<file path="src/design/gmts_pkg.sv">
`timescale 1ns / 1ps
`default_nettype none
// ----------------------------------------------------------------------------
// gmts_pkg
// Shared types and constants for the Gumbel-max token sampler: field
// widths, register map and the fixed-point natural log table.
// ----------------------------------------------------------------------------
package gmts_pkg;

  localparam int LOGIT_W = 16;
  localparam int NOISE_W = 32;
  localparam int INDEX_W = 16;
  localparam int INV_T_W = 16;
  localparam int SCORE_W = 40;
  localparam int LN_W    = 20;   // log table entries, 20 fraction bits
  localparam int LNI_W   = 26;   // (p - 24) * ln(2), signed
  localparam int PROD_W  = 33;   // logit * inv_temperature, signed

  typedef logic signed [SCORE_W-1:0] score_t;

  localparam score_t SCORE_MIN = {1'b1, {(SCORE_W-1){1'b0}}};
  localparam logic [INV_T_W-1:0] INV_TEMP_RESET = 16'd4096;

  // ln(2) with 20 fraction bits, as a signed operand of the exponent term.
  localparam logic signed [LNI_W-1:0] LN2_Q20 = 26'sd726817;

  // Exponent bias of the Q8.24 noise format.
  localparam logic signed [5:0] NOISE_EXP_BIAS = 6'sd24;

  // round(ln(1 + k/16) * 2^20), k = 0..16.
  localparam logic [LN_W-1:0] LN_TABLE [17] = '{
    20'd0,      20'd63570,  20'd123504, 20'd180198, 20'd233983, 20'd285143,
    20'd333923, 20'd380534, 20'd425161, 20'd467966, 20'd509092, 20'd548665,
    20'd586800, 20'd623596, 20'd659144, 20'd693527, 20'd726817
  };

  // Register index, taken from paddr[2].
  typedef enum logic [0:0] {
    REG_GREEDY_MODE = 1'b0,
    REG_INV_TEMP    = 1'b1
  } reg_idx_t;

endpackage : gmts_pkg
`default_nettype wire

</file>
<file path="src/design/gumbel_max_token_sampler_unit.sv">
`timescale 1ns / 1ps
`default_nettype none
// ----------------------------------------------------------------------------
// gumbel_max_token_sampler_unit
// Streams logits with Exp(1) noise and emits the index of the best
// Gumbel-max score (or plain argmax in greedy mode) on the last element.
// ----------------------------------------------------------------------------
//  Channel   Ports                                   Direction  Moves
//  input     in_valid/in_ready, in_logit/noise/last  in         one element
//  result    out_valid/out_ready, out_token_index    out        winning index
//  config    psel/penable/pwrite/paddr/pwdata/...    in/out     register access
//
//  One element is taken every cycle while in_ready is high. A transaction
//  passes an input register, a coarse and a fine normalize stage, a multiply
//  stage and a score stage, and is ranked against the running best from the
//  score register; a last element's index enters the output register when it
//  retires from the score stage. Only a last element that finds the output
//  register still full stalls the chain; empty stages upstream keep filling.
//  Reset is synchronous, clears all control state and needs no sweep.
// ----------------------------------------------------------------------------
module gumbel_max_token_sampler_unit
  import gmts_pkg::*;
#(
  parameter int MAX_ELEMENTS = 65536
) (
  input  wire logic                      clk,
  input  wire logic                      rst_n,
  // input channel
  input  wire logic                      in_valid,
  output      logic                      in_ready,
  input  wire logic signed [LOGIT_W-1:0] in_logit,
  input  wire logic [NOISE_W-1:0]        in_noise,
  input  wire logic                      in_last,
  // result channel
  output      logic                      out_valid,
  input  wire logic                      out_ready,
  output      logic [INDEX_W-1:0]        out_token_index,
  // configuration port
  input  wire logic                      psel,
  input  wire logic                      penable,
  input  wire logic                      pwrite,
  input  wire logic [2:0]                paddr,
  input  wire logic [31:0]               pwdata,
  output      logic [31:0]               prdata,
  output      logic                      pready
);

  localparam int CNT_W = $clog2(MAX_ELEMENTS + 1);
  localparam logic [CNT_W-1:0] CNT_MAX = CNT_W'(MAX_ELEMENTS);

  // --------------------------------------------------------------------------
  // Configuration registers
  // --------------------------------------------------------------------------
  logic                greedy_mode_r;
  logic [INV_T_W-1:0]  inv_temp_r;
  reg_idx_t            reg_idx;
  logic                cfg_wr;

  assign pready  = 1'b1;
  assign reg_idx = reg_idx_t'(paddr[2]);
  assign cfg_wr  = psel && penable && pwrite && pready;

  always_ff @(posedge clk) begin
    if (!rst_n) begin
      greedy_mode_r <= 1'b0;
      inv_temp_r    <= INV_TEMP_RESET;
    end else if (cfg_wr) begin
      unique case (reg_idx)
        REG_GREEDY_MODE: greedy_mode_r <= pwdata[0];
        REG_INV_TEMP:    inv_temp_r    <= pwdata[INV_T_W-1:0];
        default: ;
      endcase
    end
  end

  always_comb begin
    prdata = '0;
    unique case (reg_idx)
      REG_GREEDY_MODE: prdata = {31'b0, greedy_mode_r};
      REG_INV_TEMP:    prdata = {{(32-INV_T_W){1'b0}}, inv_temp_r};
      default:         prdata = '0;
    endcase
  end

  // --------------------------------------------------------------------------
  // Pipeline control
  // --------------------------------------------------------------------------
  logic v1_r, v2_r, v3_r, v4_r, v5_r;
  logic en1, en2, en3, en4, en5;
  logic done5;
  logic out_valid_r;
  logic [INDEX_W-1:0] out_index_r;

  logic signed [LOGIT_W-1:0] s1_logit_r, s2_logit_r, s3_logit_r, s4_logit_r;
  logic s1_last_r, s2_last_r, s3_last_r, s4_last_r, s5_last_r;

  // A last element retires only when the output register can take its index.
  assign done5    = v5_r && (!s5_last_r || !out_valid_r || out_ready);
  assign en5      = !v5_r || done5;
  assign en4      = !v4_r || en5;
  assign en3      = !v3_r || en4;
  assign en2      = !v2_r || en3;
  assign en1      = !v1_r || en2;
  assign in_ready = en1;

  always_ff @(posedge clk) begin
    if (!rst_n) begin
      v1_r <= 1'b0;
      v2_r <= 1'b0;
      v3_r <= 1'b0;
      v4_r <= 1'b0;
      v5_r <= 1'b0;
    end else begin
      if (en1) v1_r <= in_valid;
      if (en2) v2_r <= v1_r;
      if (en3) v3_r <= v2_r;
      if (en4) v4_r <= v3_r;
      if (en5) v5_r <= v4_r;
    end
  end

  // --------------------------------------------------------------------------
  // Stage 1: input register
  // --------------------------------------------------------------------------
  logic [NOISE_W-1:0] s1_noise_r;

  always_ff @(posedge clk) begin
    if (en1) begin
      s1_logit_r <= in_logit;
      s1_noise_r <= in_noise;
      s1_last_r  <= in_last;
    end
  end

  // --------------------------------------------------------------------------
  // Stage 2: clamp zero noise and do the coarse 16-bit normalize
  // --------------------------------------------------------------------------
  logic [NOISE_W-1:0] noise_clamped;
  logic [NOISE_W-1:0] s2_x_nxt, s2_x_r;
  logic               s2_phi_nxt, s2_phi_r;

  always_comb begin
    noise_clamped = (s1_noise_r == '0) ? NOISE_W'(1) : s1_noise_r;
    if (noise_clamped[31:16] == '0) begin
      s2_x_nxt   = {noise_clamped[15:0], 16'b0};
      s2_phi_nxt = 1'b0;
    end else begin
      s2_x_nxt   = noise_clamped;
      s2_phi_nxt = 1'b1;
    end
  end

  always_ff @(posedge clk) begin
    if (en2) begin
      s2_x_r     <= s2_x_nxt;
      s2_phi_r   <= s2_phi_nxt;
      s2_logit_r <= s1_logit_r;
      s2_last_r  <= s1_last_r;
    end
  end

  // --------------------------------------------------------------------------
  // Stage 3: fine normalize; leading one lands on bit 31
  // --------------------------------------------------------------------------
  logic [3:0]         lead_pos;
  logic [NOISE_W-1:0] norm_x;
  logic [3:0]         s3_k_nxt, s3_k_r;
  logic [15:0]        s3_r_nxt, s3_r_r;
  logic [4:0]         s3_p_r;

  always_comb begin
    lead_pos = '0;
    for (int i = 0; i < 16; i++) begin
      if (s2_x_r[16+i]) lead_pos = 4'(i);
    end
    norm_x   = s2_x_r << (4'd15 - lead_pos);
    s3_k_nxt = norm_x[30:27];
    s3_r_nxt = norm_x[26:11];
  end

  always_ff @(posedge clk) begin
    if (en3) begin
      s3_k_r     <= s3_k_nxt;
      s3_r_r     <= s3_r_nxt;
      s3_p_r     <= {s2_phi_r, lead_pos};
      s3_logit_r <= s2_logit_r;
      s3_last_r  <= s2_last_r;
    end
  end

  // --------------------------------------------------------------------------
  // Stage 4: temperature product, table interpolation, exponent term
  // --------------------------------------------------------------------------
  logic [LN_W-1:0]          ln_lo, ln_hi;
  logic [15:0]              ln_diff;
  logic [31:0]              interp_full;
  logic signed [5:0]        exp_unb;
  logic signed [PROD_W-1:0] s4_prod_nxt, s4_prod_r;
  logic signed [LNI_W-1:0]  s4_lni_nxt, s4_lni_r;
  logic [LN_W-1:0]          s4_lnf_nxt, s4_lnf_r;

  always_comb begin
    ln_lo       = LN_TABLE[{1'b0, s3_k_r}];
    ln_hi       = LN_TABLE[{1'b0, s3_k_r} + 5'd1];
    ln_diff     = 16'(ln_hi - ln_lo);
    interp_full = ln_diff * s3_r_r;
    s4_lnf_nxt  = ln_lo + LN_W'(interp_full[31:16]);
    exp_unb     = $signed({1'b0, s3_p_r}) - NOISE_EXP_BIAS;
    s4_lni_nxt  = $signed({{(LNI_W-6){exp_unb[5]}}, exp_unb}) * LN2_Q20;
    s4_prod_nxt = $signed({{(PROD_W-LOGIT_W){s3_logit_r[LOGIT_W-1]}}, s3_logit_r})
                * $signed({{(PROD_W-INV_T_W){1'b0}}, inv_temp_r});
  end

  always_ff @(posedge clk) begin
    if (en4) begin
      s4_prod_r  <= s4_prod_nxt;
      s4_lni_r   <= s4_lni_nxt;
      s4_lnf_r   <= s4_lnf_nxt;
      s4_logit_r <= s3_logit_r;
      s4_last_r  <= s3_last_r;
    end
  end

  // --------------------------------------------------------------------------
  // Stage 5: score
  // --------------------------------------------------------------------------
  score_t score_nxt, s5_score_r;

  always_comb begin
    if (greedy_mode_r) begin
      score_nxt = {{(SCORE_W-LOGIT_W){s4_logit_r[LOGIT_W-1]}}, s4_logit_r};
    end else begin
      score_nxt = {{(SCORE_W-PROD_W){s4_prod_r[PROD_W-1]}}, s4_prod_r}
                - {{(SCORE_W-LNI_W){s4_lni_r[LNI_W-1]}}, s4_lni_r}
                - {{(SCORE_W-LN_W){1'b0}}, s4_lnf_r};
    end
  end

  always_ff @(posedge clk) begin
    if (en5) begin
      s5_score_r <= score_nxt;
      s5_last_r  <= s4_last_r;
    end
  end

  // --------------------------------------------------------------------------
  // Ranking against the running best, and the output register
  // --------------------------------------------------------------------------
  score_t               best_score_r;
  logic [INDEX_W-1:0]   best_index_r;
  logic [CNT_W-1:0]     count_r;
  logic [CNT_W+INDEX_W-1:0] count_ext;
  logic [INDEX_W-1:0]   count_idx;
  logic                 ranked;
  logic                 wins;
  logic [INDEX_W-1:0]   win_index;

  assign count_ext = {{INDEX_W{1'b0}}, count_r};
  assign count_idx = count_ext[INDEX_W-1:0];
  assign ranked    = count_r < CNT_MAX;
  assign wins      = ranked && (s5_score_r > best_score_r);
  assign win_index = wins ? count_idx : best_index_r;

  always_ff @(posedge clk) begin
    if (!rst_n) begin
      best_score_r <= SCORE_MIN;
      best_index_r <= '0;
      count_r      <= '0;
    end else if (done5) begin
      if (s5_last_r) begin
        best_score_r <= SCORE_MIN;
        best_index_r <= '0;
        count_r      <= '0;
      end else if (ranked) begin
        if (wins) begin
          best_score_r <= s5_score_r;
          best_index_r <= count_idx;
        end
        count_r <= count_r + CNT_W'(1);
      end
    end
  end

  always_ff @(posedge clk) begin
    if (!rst_n) begin
      out_valid_r <= 1'b0;
    end else if (done5 && s5_last_r) begin
      out_valid_r <= 1'b1;
    end else if (out_ready) begin
      out_valid_r <= 1'b0;
    end
  end

  always_ff @(posedge clk) begin
    if (done5 && s5_last_r) begin
      out_index_r <= win_index;
    end
  end

  assign out_valid       = out_valid_r;
  assign out_token_index = out_index_r;

`ifndef SYNTHESIS
  // The element count never runs past the configured vector limit.
  a_count_bound: assert property (@(posedge clk) disable iff (!rst_n)
    count_r <= CNT_MAX)
    else $error("element count exceeded MAX_ELEMENTS");

  // Retiring a last element restarts the vector.
  a_vector_restart: assert property (@(posedge clk) disable iff (!rst_n)
    done5 && s5_last_r |=> count_r == '0 && best_index_r == '0
                           && best_score_r == SCORE_MIN)
    else $error("vector state not cleared after last element");

  // A last element blocked by a full output register stays in the score stage.
  a_last_held: assert property (@(posedge clk) disable iff (!rst_n)
    v5_r && s5_last_r && out_valid_r && !out_ready |=> v5_r && s5_last_r)
    else $error("blocked last element was lost");

  // Back-pressure reaches the input only when every pipeline stage is occupied.
  a_ready_needs_full: assert property (@(posedge clk) disable iff (!rst_n)
    !in_ready |-> v1_r && v2_r && v3_r && v4_r && v5_r)
    else $error("input stalled with a bubble in the pipeline");
`endif

endmodule : gumbel_max_token_sampler_unit
`default_nettype wire
</file>
<file path="config.mk">
export PLATFORM = sky130hd
export DESIGN_NAME = gumbel_max_token_sampler_unit
export DESIGN_NICKNAME = d
export VERILOG_FILES = /design/src/design/gmts_pkg.sv /design/src/design/gumbel_max_token_sampler_unit.sv
export SDC_FILE = /design/constraint.sdc
export NUM_CORES = 2
export LEC_CHECK = 0
export ABC_AREA = 1
export BUFFER_PORTS_ARGS = -buffer_cell sky130_fd_sc_hd__buf_2
export CAP_MARGIN = 15
export CORE_MARGIN = 2
export CORE_UTILIZATION = 60
export DETAILED_ROUTE_END_ITERATION = 7
export GPL_TIMING_DRIVEN = 0
export HOLD_SLACK_MARGIN = 0.06
export PLACE_DENSITY_LB_ADDON = 0.1
export SLEW_MARGIN = 20
export SYNTH_ARGS = -nofsm -noshare
export SYNTH_HDL_FRONTEND = slang
export SYNTH_SLANG_ARGS = --single-unit
</file>
<file path="constraint.sdc">
create_clock -name clk -period 14.87 [get_ports clk]
set_input_delay 1.487 -clock clk [delete_from_list [all_inputs] [get_ports clk]]
set_output_delay 1.487 -clock clk [all_outputs]
set_load 0.1 [all_outputs]
</file>
=== Word level (Yosys, flattened, before mapping) ===
Memories as Yosys holds them, arrays and structs flattened.
Cells that the tools add are included.

* Word-level logic and storage cells: 115
* Register bits after elaboration: 390
* Bits of input ports: 91
* Output and inout port bits: 51
* Memories: 2
* Memory bits (read-only): 1280

{| class="wikitable"
|+ Memory list
! memory !! words !! width !! read ports !! clocked after Yosys merged registers in !! write ports !! RTL line !! text
|-
| (name not given) || 32 || 20 || 1 || 0 || 0 || gumbel_max_token_sampler_unit.sv:204 || <nowiki>ln_hi = LN_TABLE[{1'b0, s3_k_r} + 5'd1];</nowiki>
|-
| (name not given) || 32 || 20 || 1 || 0 || 0 || gumbel_max_token_sampler_unit.sv:203 || <nowiki>ln_lo = LN_TABLE[{1'b0, s3_k_r}];</nowiki>
|}

* Shift-type cells: 1
* $add $sub $neg: 8
* $lt $le $gt $ge: 4
* Reduce and logical (&&, ||, !) cells: 28
* Bitwise operators: 3
* Multiplexer cells: 34
* Multiply operators: 3

{| class="wikitable"
|+ Operator list
! operator !! number
|-
| two-way mux 40 bit || 4
|-
| two-way mux 16 bit || 5
|-
| two-way mux 32 bit || 2
|-
| case mux 32 bit (2 select lines) || 1
|-
| two-way mux 4 bit || 14
|-
| greater-than comparator 40 bit || 1
|-
| two-way mux 20 bit || 2
|-
| subtractor 34 x 21 -> 35 bit || 1
|-
| two-way mux 17 bit || 2
|-
| subtractor 33 x 26 -> 34 bit || 1
|-
| multiplier 16 x 17 -> 33 bit || 1
|-
| zero test 32 bit || 1
|-
| multiplier 16 x 16 -> 32 bit || 1
|-
| left shift 32 x 4 -> 31 bit || 1
|-
| multiplier 6 x 21 -> 26 bit, second input constant || 1
|-
| adder 20 x 16 -> 20 bit || 1
|-
| adder 17 x 1 -> 17 bit, second input constant || 1
|-
| less-than comparator 17 bit, second input constant || 1
|-
| zero test 16 bit || 1
|-
| subtractor 16 bit || 1
|-
| greater-or-equal comparator 6 bit, second input constant || 2
|-
| zero test 1 bit || 7
|-
| logical OR 1 bit || 7
|-
| inverter 4 -> 6 bit || 1
|-
| other kinds (10) || 21
|}

=== Logic depth before layout (Yosys ltp) ===
* Word-level depth: 17
* Mapped depth: 57
* Gate-level depth less buffers: 56

=== Least setup slack after synthesis ===
OpenSTA, ideal clock, no wires.

* Kind: reg-to-reg
* Start: reg s3_k_r[1]
* End: reg s4_lnf_r[14], data pin
* Slack: 5.276 ns
* Path buffers: 1
* Data arrival time: 9.335 ns
* Setup time: 0.259 ns
* Required time: 14.611 ns
* Stages on the path, launching flop included: 53
* Period minus slack after synthesis: 9.594 ns
* Cell sequence: edfxtp_1 -> ha_1 -> inv_1 -> ha_1 -> clkbuf_1 -> inv_1 -> nor3_1 -> a21oi_1 -> o21ai_0 -> a21oi_1 -> ha_1 -> a21oi_1 -> nand2_1 -> a21oi_1 -> inv_1 -> or2_2 -> nand2_1 -> clkinv_1 -> (+17 left out) -> nor2_1 -> nor2_1 -> xnor2_1 -> ha_1 -> inv_1 -> fa_1 -> o21ai_1 -> nand2_1 -> nand2_1 -> a21oi_1 -> o21ai_1 -> nand2_1 -> nand2_1 -> nand2_1 -> nand2_1 -> nand3_1 -> nand2_1 -> xor2_1

* Word-level cells in the longest chain between the ends: 8
* Elaborated cells on any way between the ends: 12
* Classes of those cells: add/sub (3); mul (1); mux (4); bitwise (2); memory (2)

{| class="wikitable"
|+ Ends and longest elaborated chain
! item !! RTL line !! text
|-
| from (decl) || gumbel_max_token_sampler_unit.sv:167 || <nowiki>logic [3:0] s3_k_nxt, s3_k_r;</nowiki>
|-
| from (signal assigned) || gumbel_max_token_sampler_unit.sv:183 || <nowiki>s3_k_r <= s3_k_nxt;</nowiki>
|-
| adder 4 x 1 -> 5 bit || gumbel_max_token_sampler_unit.sv:204 ||
|-
| inverter 5 -> 6 bit (implied by the code) || gumbel_max_token_sampler_unit.sv:204 ||
|-
| memory (32 x 20 bit) || - ||
|-
| two-way mux 16 bit (implied by the code) (2 in series) || gumbel_max_token_sampler_unit.sv:204 ||
|-
| subtractor 16 bit || gumbel_max_token_sampler_unit.sv:205 || <nowiki>ln_diff = 16'(ln_hi - ln_lo);</nowiki>
|-
| multiplier 16 x 16 -> 32 bit || gumbel_max_token_sampler_unit.sv:206 || <nowiki>interp_full = ln_diff * s3_r_r;</nowiki>
|-
| adder 20 x 16 -> 20 bit (*) || gumbel_max_token_sampler_unit.sv:207 || <nowiki>s4_lnf_nxt = ln_lo + LN_W'(interp_full[31:16]);</nowiki>
|-
| named net s4_lnf_nxt[14] || gumbel_max_token_sampler_unit.sv:200 || <nowiki>logic [LN_W-1:0] s4_lnf_nxt, s4_lnf_r;</nowiki>
|-
| to (signal assigned) || gumbel_max_token_sampler_unit.sv:218 || <nowiki>s4_lnf_r <= s4_lnf_nxt;</nowiki>
|-
| to (decl) || gumbel_max_token_sampler_unit.sv:200 ||
|}

Mark *: on every way through the listed nets, which the timed path passes. The rest lies on a longest branch. The select of a mux whose other input is x is not followed.
A chain may end at the register's enable or synchronous reset.

=== Final worst setup path ===
* Start: reg s3_k_r[1]
* End: reg s4_lnf_r[17], data pin

Same word-level chain as after synthesis.

==> results.md <==
Worst setup path:
- Data arrives at the worst endpoint at between 10000 and 15000 ps.
- The capture point of the worst reg-to-reg path is s4_lnf_r[17]$_DFFE_PP_.
- Data on the critical path is required at its endpoint by 15210 ps.
- The startpoint identified for the worst register-to-register timing path is s3_k_r[1]$_DFFE_PP_.
- The maximum net fanout on the critical path is 11.
- The type of the worst setup path is reg2reg.
- The depth of the most critical reg-to-reg path is 48.
- The slowest cell on the critical path is sky130_fd_sc_hd__edfxtp_1.
- The startpoint kind of the worst setup timing path is a register.
- The setup check on the worst reg-to-reg path leaves a slack of between 3000 and 4000 ps.
- The endpoint type of the worst setup path is a register.
- The cell that appears most often on the critical path is sky130_fd_sc_hd__nand2_1.
- In this design, the stage delay of the slowest critical-path cell is 580 ps.

Yosys:
- The mean cell area of the mapped netlist is 8.37 um^2.
- The number of distinct library cell variants in the gate-level netlist after synthesis is 61.
- Counting flops and latches in the post-synthesis netlist gives ~380.
- After synthesis the cells add up to between 0.04 and 0.05 mm^2.
- Counting flops with a built-in enable in the synthesized netlist gives 289.
- The count of mapped cells out of synthesis is 4806.
- The register area share after synthesis is 26.2%.
- For this run, the leading register cell type out of synthesis is sky130_fd_sc_hd__edfxtp_1.
- For this run, asynchronously set or reset flops after synthesis account for 0%.
- The Yosys step of the flow raised 0 warnings.

Finish:
- The area growth from synthesis to layout is 8.00%.
- The net total in the final layout is 5898.
- Fill cells in the final layout number about 5700.
- Of the cells placed in the final design, the portion with a size suffix greater than 1 is roughly 7%.

Global routing:
- The wire length of the first global-routing pass is 165 mm.
- Across every metal layer, demand over resource in global routing totals 30.0%.
- For this run, global-route usage on met3 was measured as 4.76%.
- The largest net degree at the start of global routing is 65.
- The global routing stage identified its most utilized layer as met2.
- The global-route met2 utilization is 48.8%.
- The overall overflow remaining after global route is 0.
- For this run, global-route usage on met1 was measured as 41.4%.
- The initial antenna violation count is 7.
- The number of global-route vias before repair was 31400.

Route:
- The iteration count of the initial detailed-routing pass is 6.
- In this run, the number of DRC markers left after iteration 0 of detailed routing was roughly 2500.
- The residual DRC count is 0.
- The vias after detailed routing is about 32000.
- The via-per-instance ratio is 5.43.
- After detailed routing, the average wire length per cell comes to 17.5 um.
- The wire length after detailed routing is 103 mm.
- In this run the remaining antenna-violating nets after routing total 0.

Timing:
- For the pin with the worst max-slew slack, the measured transition is 1010 ps.
- The achievable clock frequency is 85.9 MHz.
- Clock skew on the completed layout was measured at 32.8 ps.
- The final count of pins violating max slew was 0.
- The worst max-slew margin expressed relative to the limit is 32.4%.
- The final number of setup-violating endpoints is 0.
- The worst path needs 11640 ps of the cycle, external delays included.
- The total negative setup slack is 0 ps.
- The fraction of the cycle the final worst path needs is 78.3%.
- Setup repair after global routing left no endpoint under its margin.
- The final hold violation count is 0.

Clock network:
- The cts-stage hold buffer count is 0.
- The clock root buffer is sky130_fd_sc_hd__clkbuf_16.
- The TritonCTS clock tree is built.
- Buffers inserted during clock tree synthesis total 43.
- The number of post-CTS setup repair buffers is 0.
- The clock-pin slew reported for the worst setup and hold paths after clock tree synthesis is 60 ps.
- The clock latency at the later pin of the worst-skew pair is 600 ps.
- The clock passes through at most 3 buffers.
- CTS built an H-tree with a depth of 2.
- The post-cts sizing count is 0.
- CTS saw 381 sinks.

Floorplanning:
- The region available for standard cell placement spans approximately 0.066 mm^2.
- The floorplan step set the die height to 263 um.
- The total number of placement rows is 94.
- The floorplan die width is 263 um.
- The die covers between 0.06 and 0.07 mm^2.
- For this configuration, the core starts out at a cell density of about three fifths.
- 142 I/O pins were placed.

Hold path:
- The worst hold path terminates at s3_logit_r[12]$_DFFE_PP_.
- The worst hold path was traced through 0 stages.
- The startpoint identified for the worst hold timing path is s2_logit_r[12]$_DFFE_PP_.
- The path class of the lowest-slack min-delay path is reg2reg.

Place:
- Buffers placed on the I/O ports in this run total 106.
- The sum of net half-perimeters after detailed placement is 84.9 mm.
- The routability congestion estimate from global placement is 0.945.

Flow run:
- The count of max-cap constraint violations is 0.

Run status:
- The flow ran to the end, and the final reports show no timing, DRC or antenna violations.
## how the worst max path moves through the flow
stage,from,end,slack (ps),depth (start not counted)
after global placement,s3_k_r[1]$_DFFE_PP_,s4_lnf_r[16]$_DFFE_PP_,3430,48
after global routing,s3_k_r[1]$_DFFE_PP_,s4_lnf_r[17]$_DFFE_PP_,2460,48
after CTS,s3_k_r[1]$_DFFE_PP_,s4_lnf_r[17]$_DFFE_PP_,3350,48
after detailed placement,s3_k_r[1]$_DFFE_PP_,s4_lnf_r[19]$_DFFE_PP_,3390,48
final,s3_k_r[1]$_DFFE_PP_,s4_lnf_r[17]$_DFFE_PP_,3230,48
after floorplan,s3_k_r[1]$_DFFE_PP_,s4_lnf_r[14]$_DFFE_PP_,5280,52
## cells in the mapped netlist (all sizes together), types with 8 or more instances
cell       n  area, um^2
or2       41         256
o21a      16         120
nor2     330        1240
ha       414        5180
nand4     30         188
a31oi     12        75.1
nand3    356        1930
o21ai    195         987
buf       46         337
nand2    888        3360
a21o      10        75.1
and2      16         100
a21oi    263        1430
inv     1041        3910
nor3      35         190
o211ai    11        82.6
fa       417        8350
xor2      65         569
a211oi     8        60.1
xnor2     29         254
clkbuf   131         492
edfxtp   289        8680
dfxtp     92        1840
nand3b    11        82.6
## through the flow
step / instance area (um^2) / util (%) / setup WS [ps] / instances / hold slack (ps)
finish: 43400 / 65.7 / 3230 / 5876 / 411
global route: 43400 / 65.7 / 2460 / 5872 / 419
CTS: 43400 / 65.7 / 3350 / 5872 / 414
global placement: 41900 / 63.4 / 3430 / 5791 / 402
detailed placement: 42000 / 63.6 / 3390 / 5795 / 405
floorplan: 40300 / - / 5280 / 4821 / 400
## layout by cell type, fill, tap and decap left out, drive strengths merged, types with 12 or more instances in the layout
master and count:
nor2 330, nand4 30, dfxtp 92, inv 1043, clkinv 25, and2 16, nor3 35, xor2 65
clkbuf 183, conb 17, xnor2 29, fa 417, buf 156, ha 414, a21oi 263, nand3 356
nand2 888, o21ai 195, edfxtp 289, or2 41, a31oi 12, o21a 16
## worst max-delay path: cells and delay by family, from the launching register on
| kind | cells | cell delay, ps |
|---|---|---|
| AOI/OAI and AO/OA | 10 | 1750 |
| xor gates and xnor gates | 1 | 190 |
| adders and majority gates | 11 | 4850 |
| buffers and inverters | 8 | 1340 |
| DFF | 1 | 580 |
| and+or+nand+nor | 18 | 2670 |
## cells by family (layout without fill, tap and decap cells)
kind of cell / count (synthesis) / in the layout / share of synthesized area (%)
other cells: 2 / 21 / 0.0187
buf+inv: 1225 / 1412 / 11.9
fa+ha+maj: 831 / 831 / 33.6
simple gates: 1718 / 1718 / 18.5
flops: 381 / 381 / 26.2
compound gates: 555 / 555 / 7.82
xor+xnor: 94 / 94 / 2.05
## final cells by class
| class | instances | area [um^2] | share of cell area [%] |
|---|---|---|---|
| Antenna cell | 4 | 10.0 | 0.0230 |
| Buffer | 177 | 828 | 1.91 |
| Clock buffer | 52 | 1110 | 2.55 |
| Clock inverter | 25 | 309 | 0.711 |
| Inverter | 1048 | 3940 | 9.07 |
| Multi-Input combinational cell | 3215 | 25000 | 57.6 |
| Sequential cell | 381 | 10500 | 24.2 |
| Tap cell | 864 | 1080 | 2.49 |
| Timing Repair Buffer | 110 | 633 | 1.46 |
## state kept, by name, summed over array words and instances, names as in the netlist, 17 cells and up
signal,count
best_score_r,36
s5_score_r,35
s4_prod_r,33
s1_noise_r,32
s2_x_r,32
s4_lni_r,26
s4_lnf_r,20
count_r,17
## per-layer routing
metal / up-vias / routed length (um)
met5: - / 13
met4: 2 / 3380
met3: 203 / 8090
met2: 1140 / 47200
met1: 15100 / 44400
li1: 15500 / -
Power is left out: the tool's default activity adds up to more than one toggle a clock period on the data nets, which glitch-free logic cannot reach.
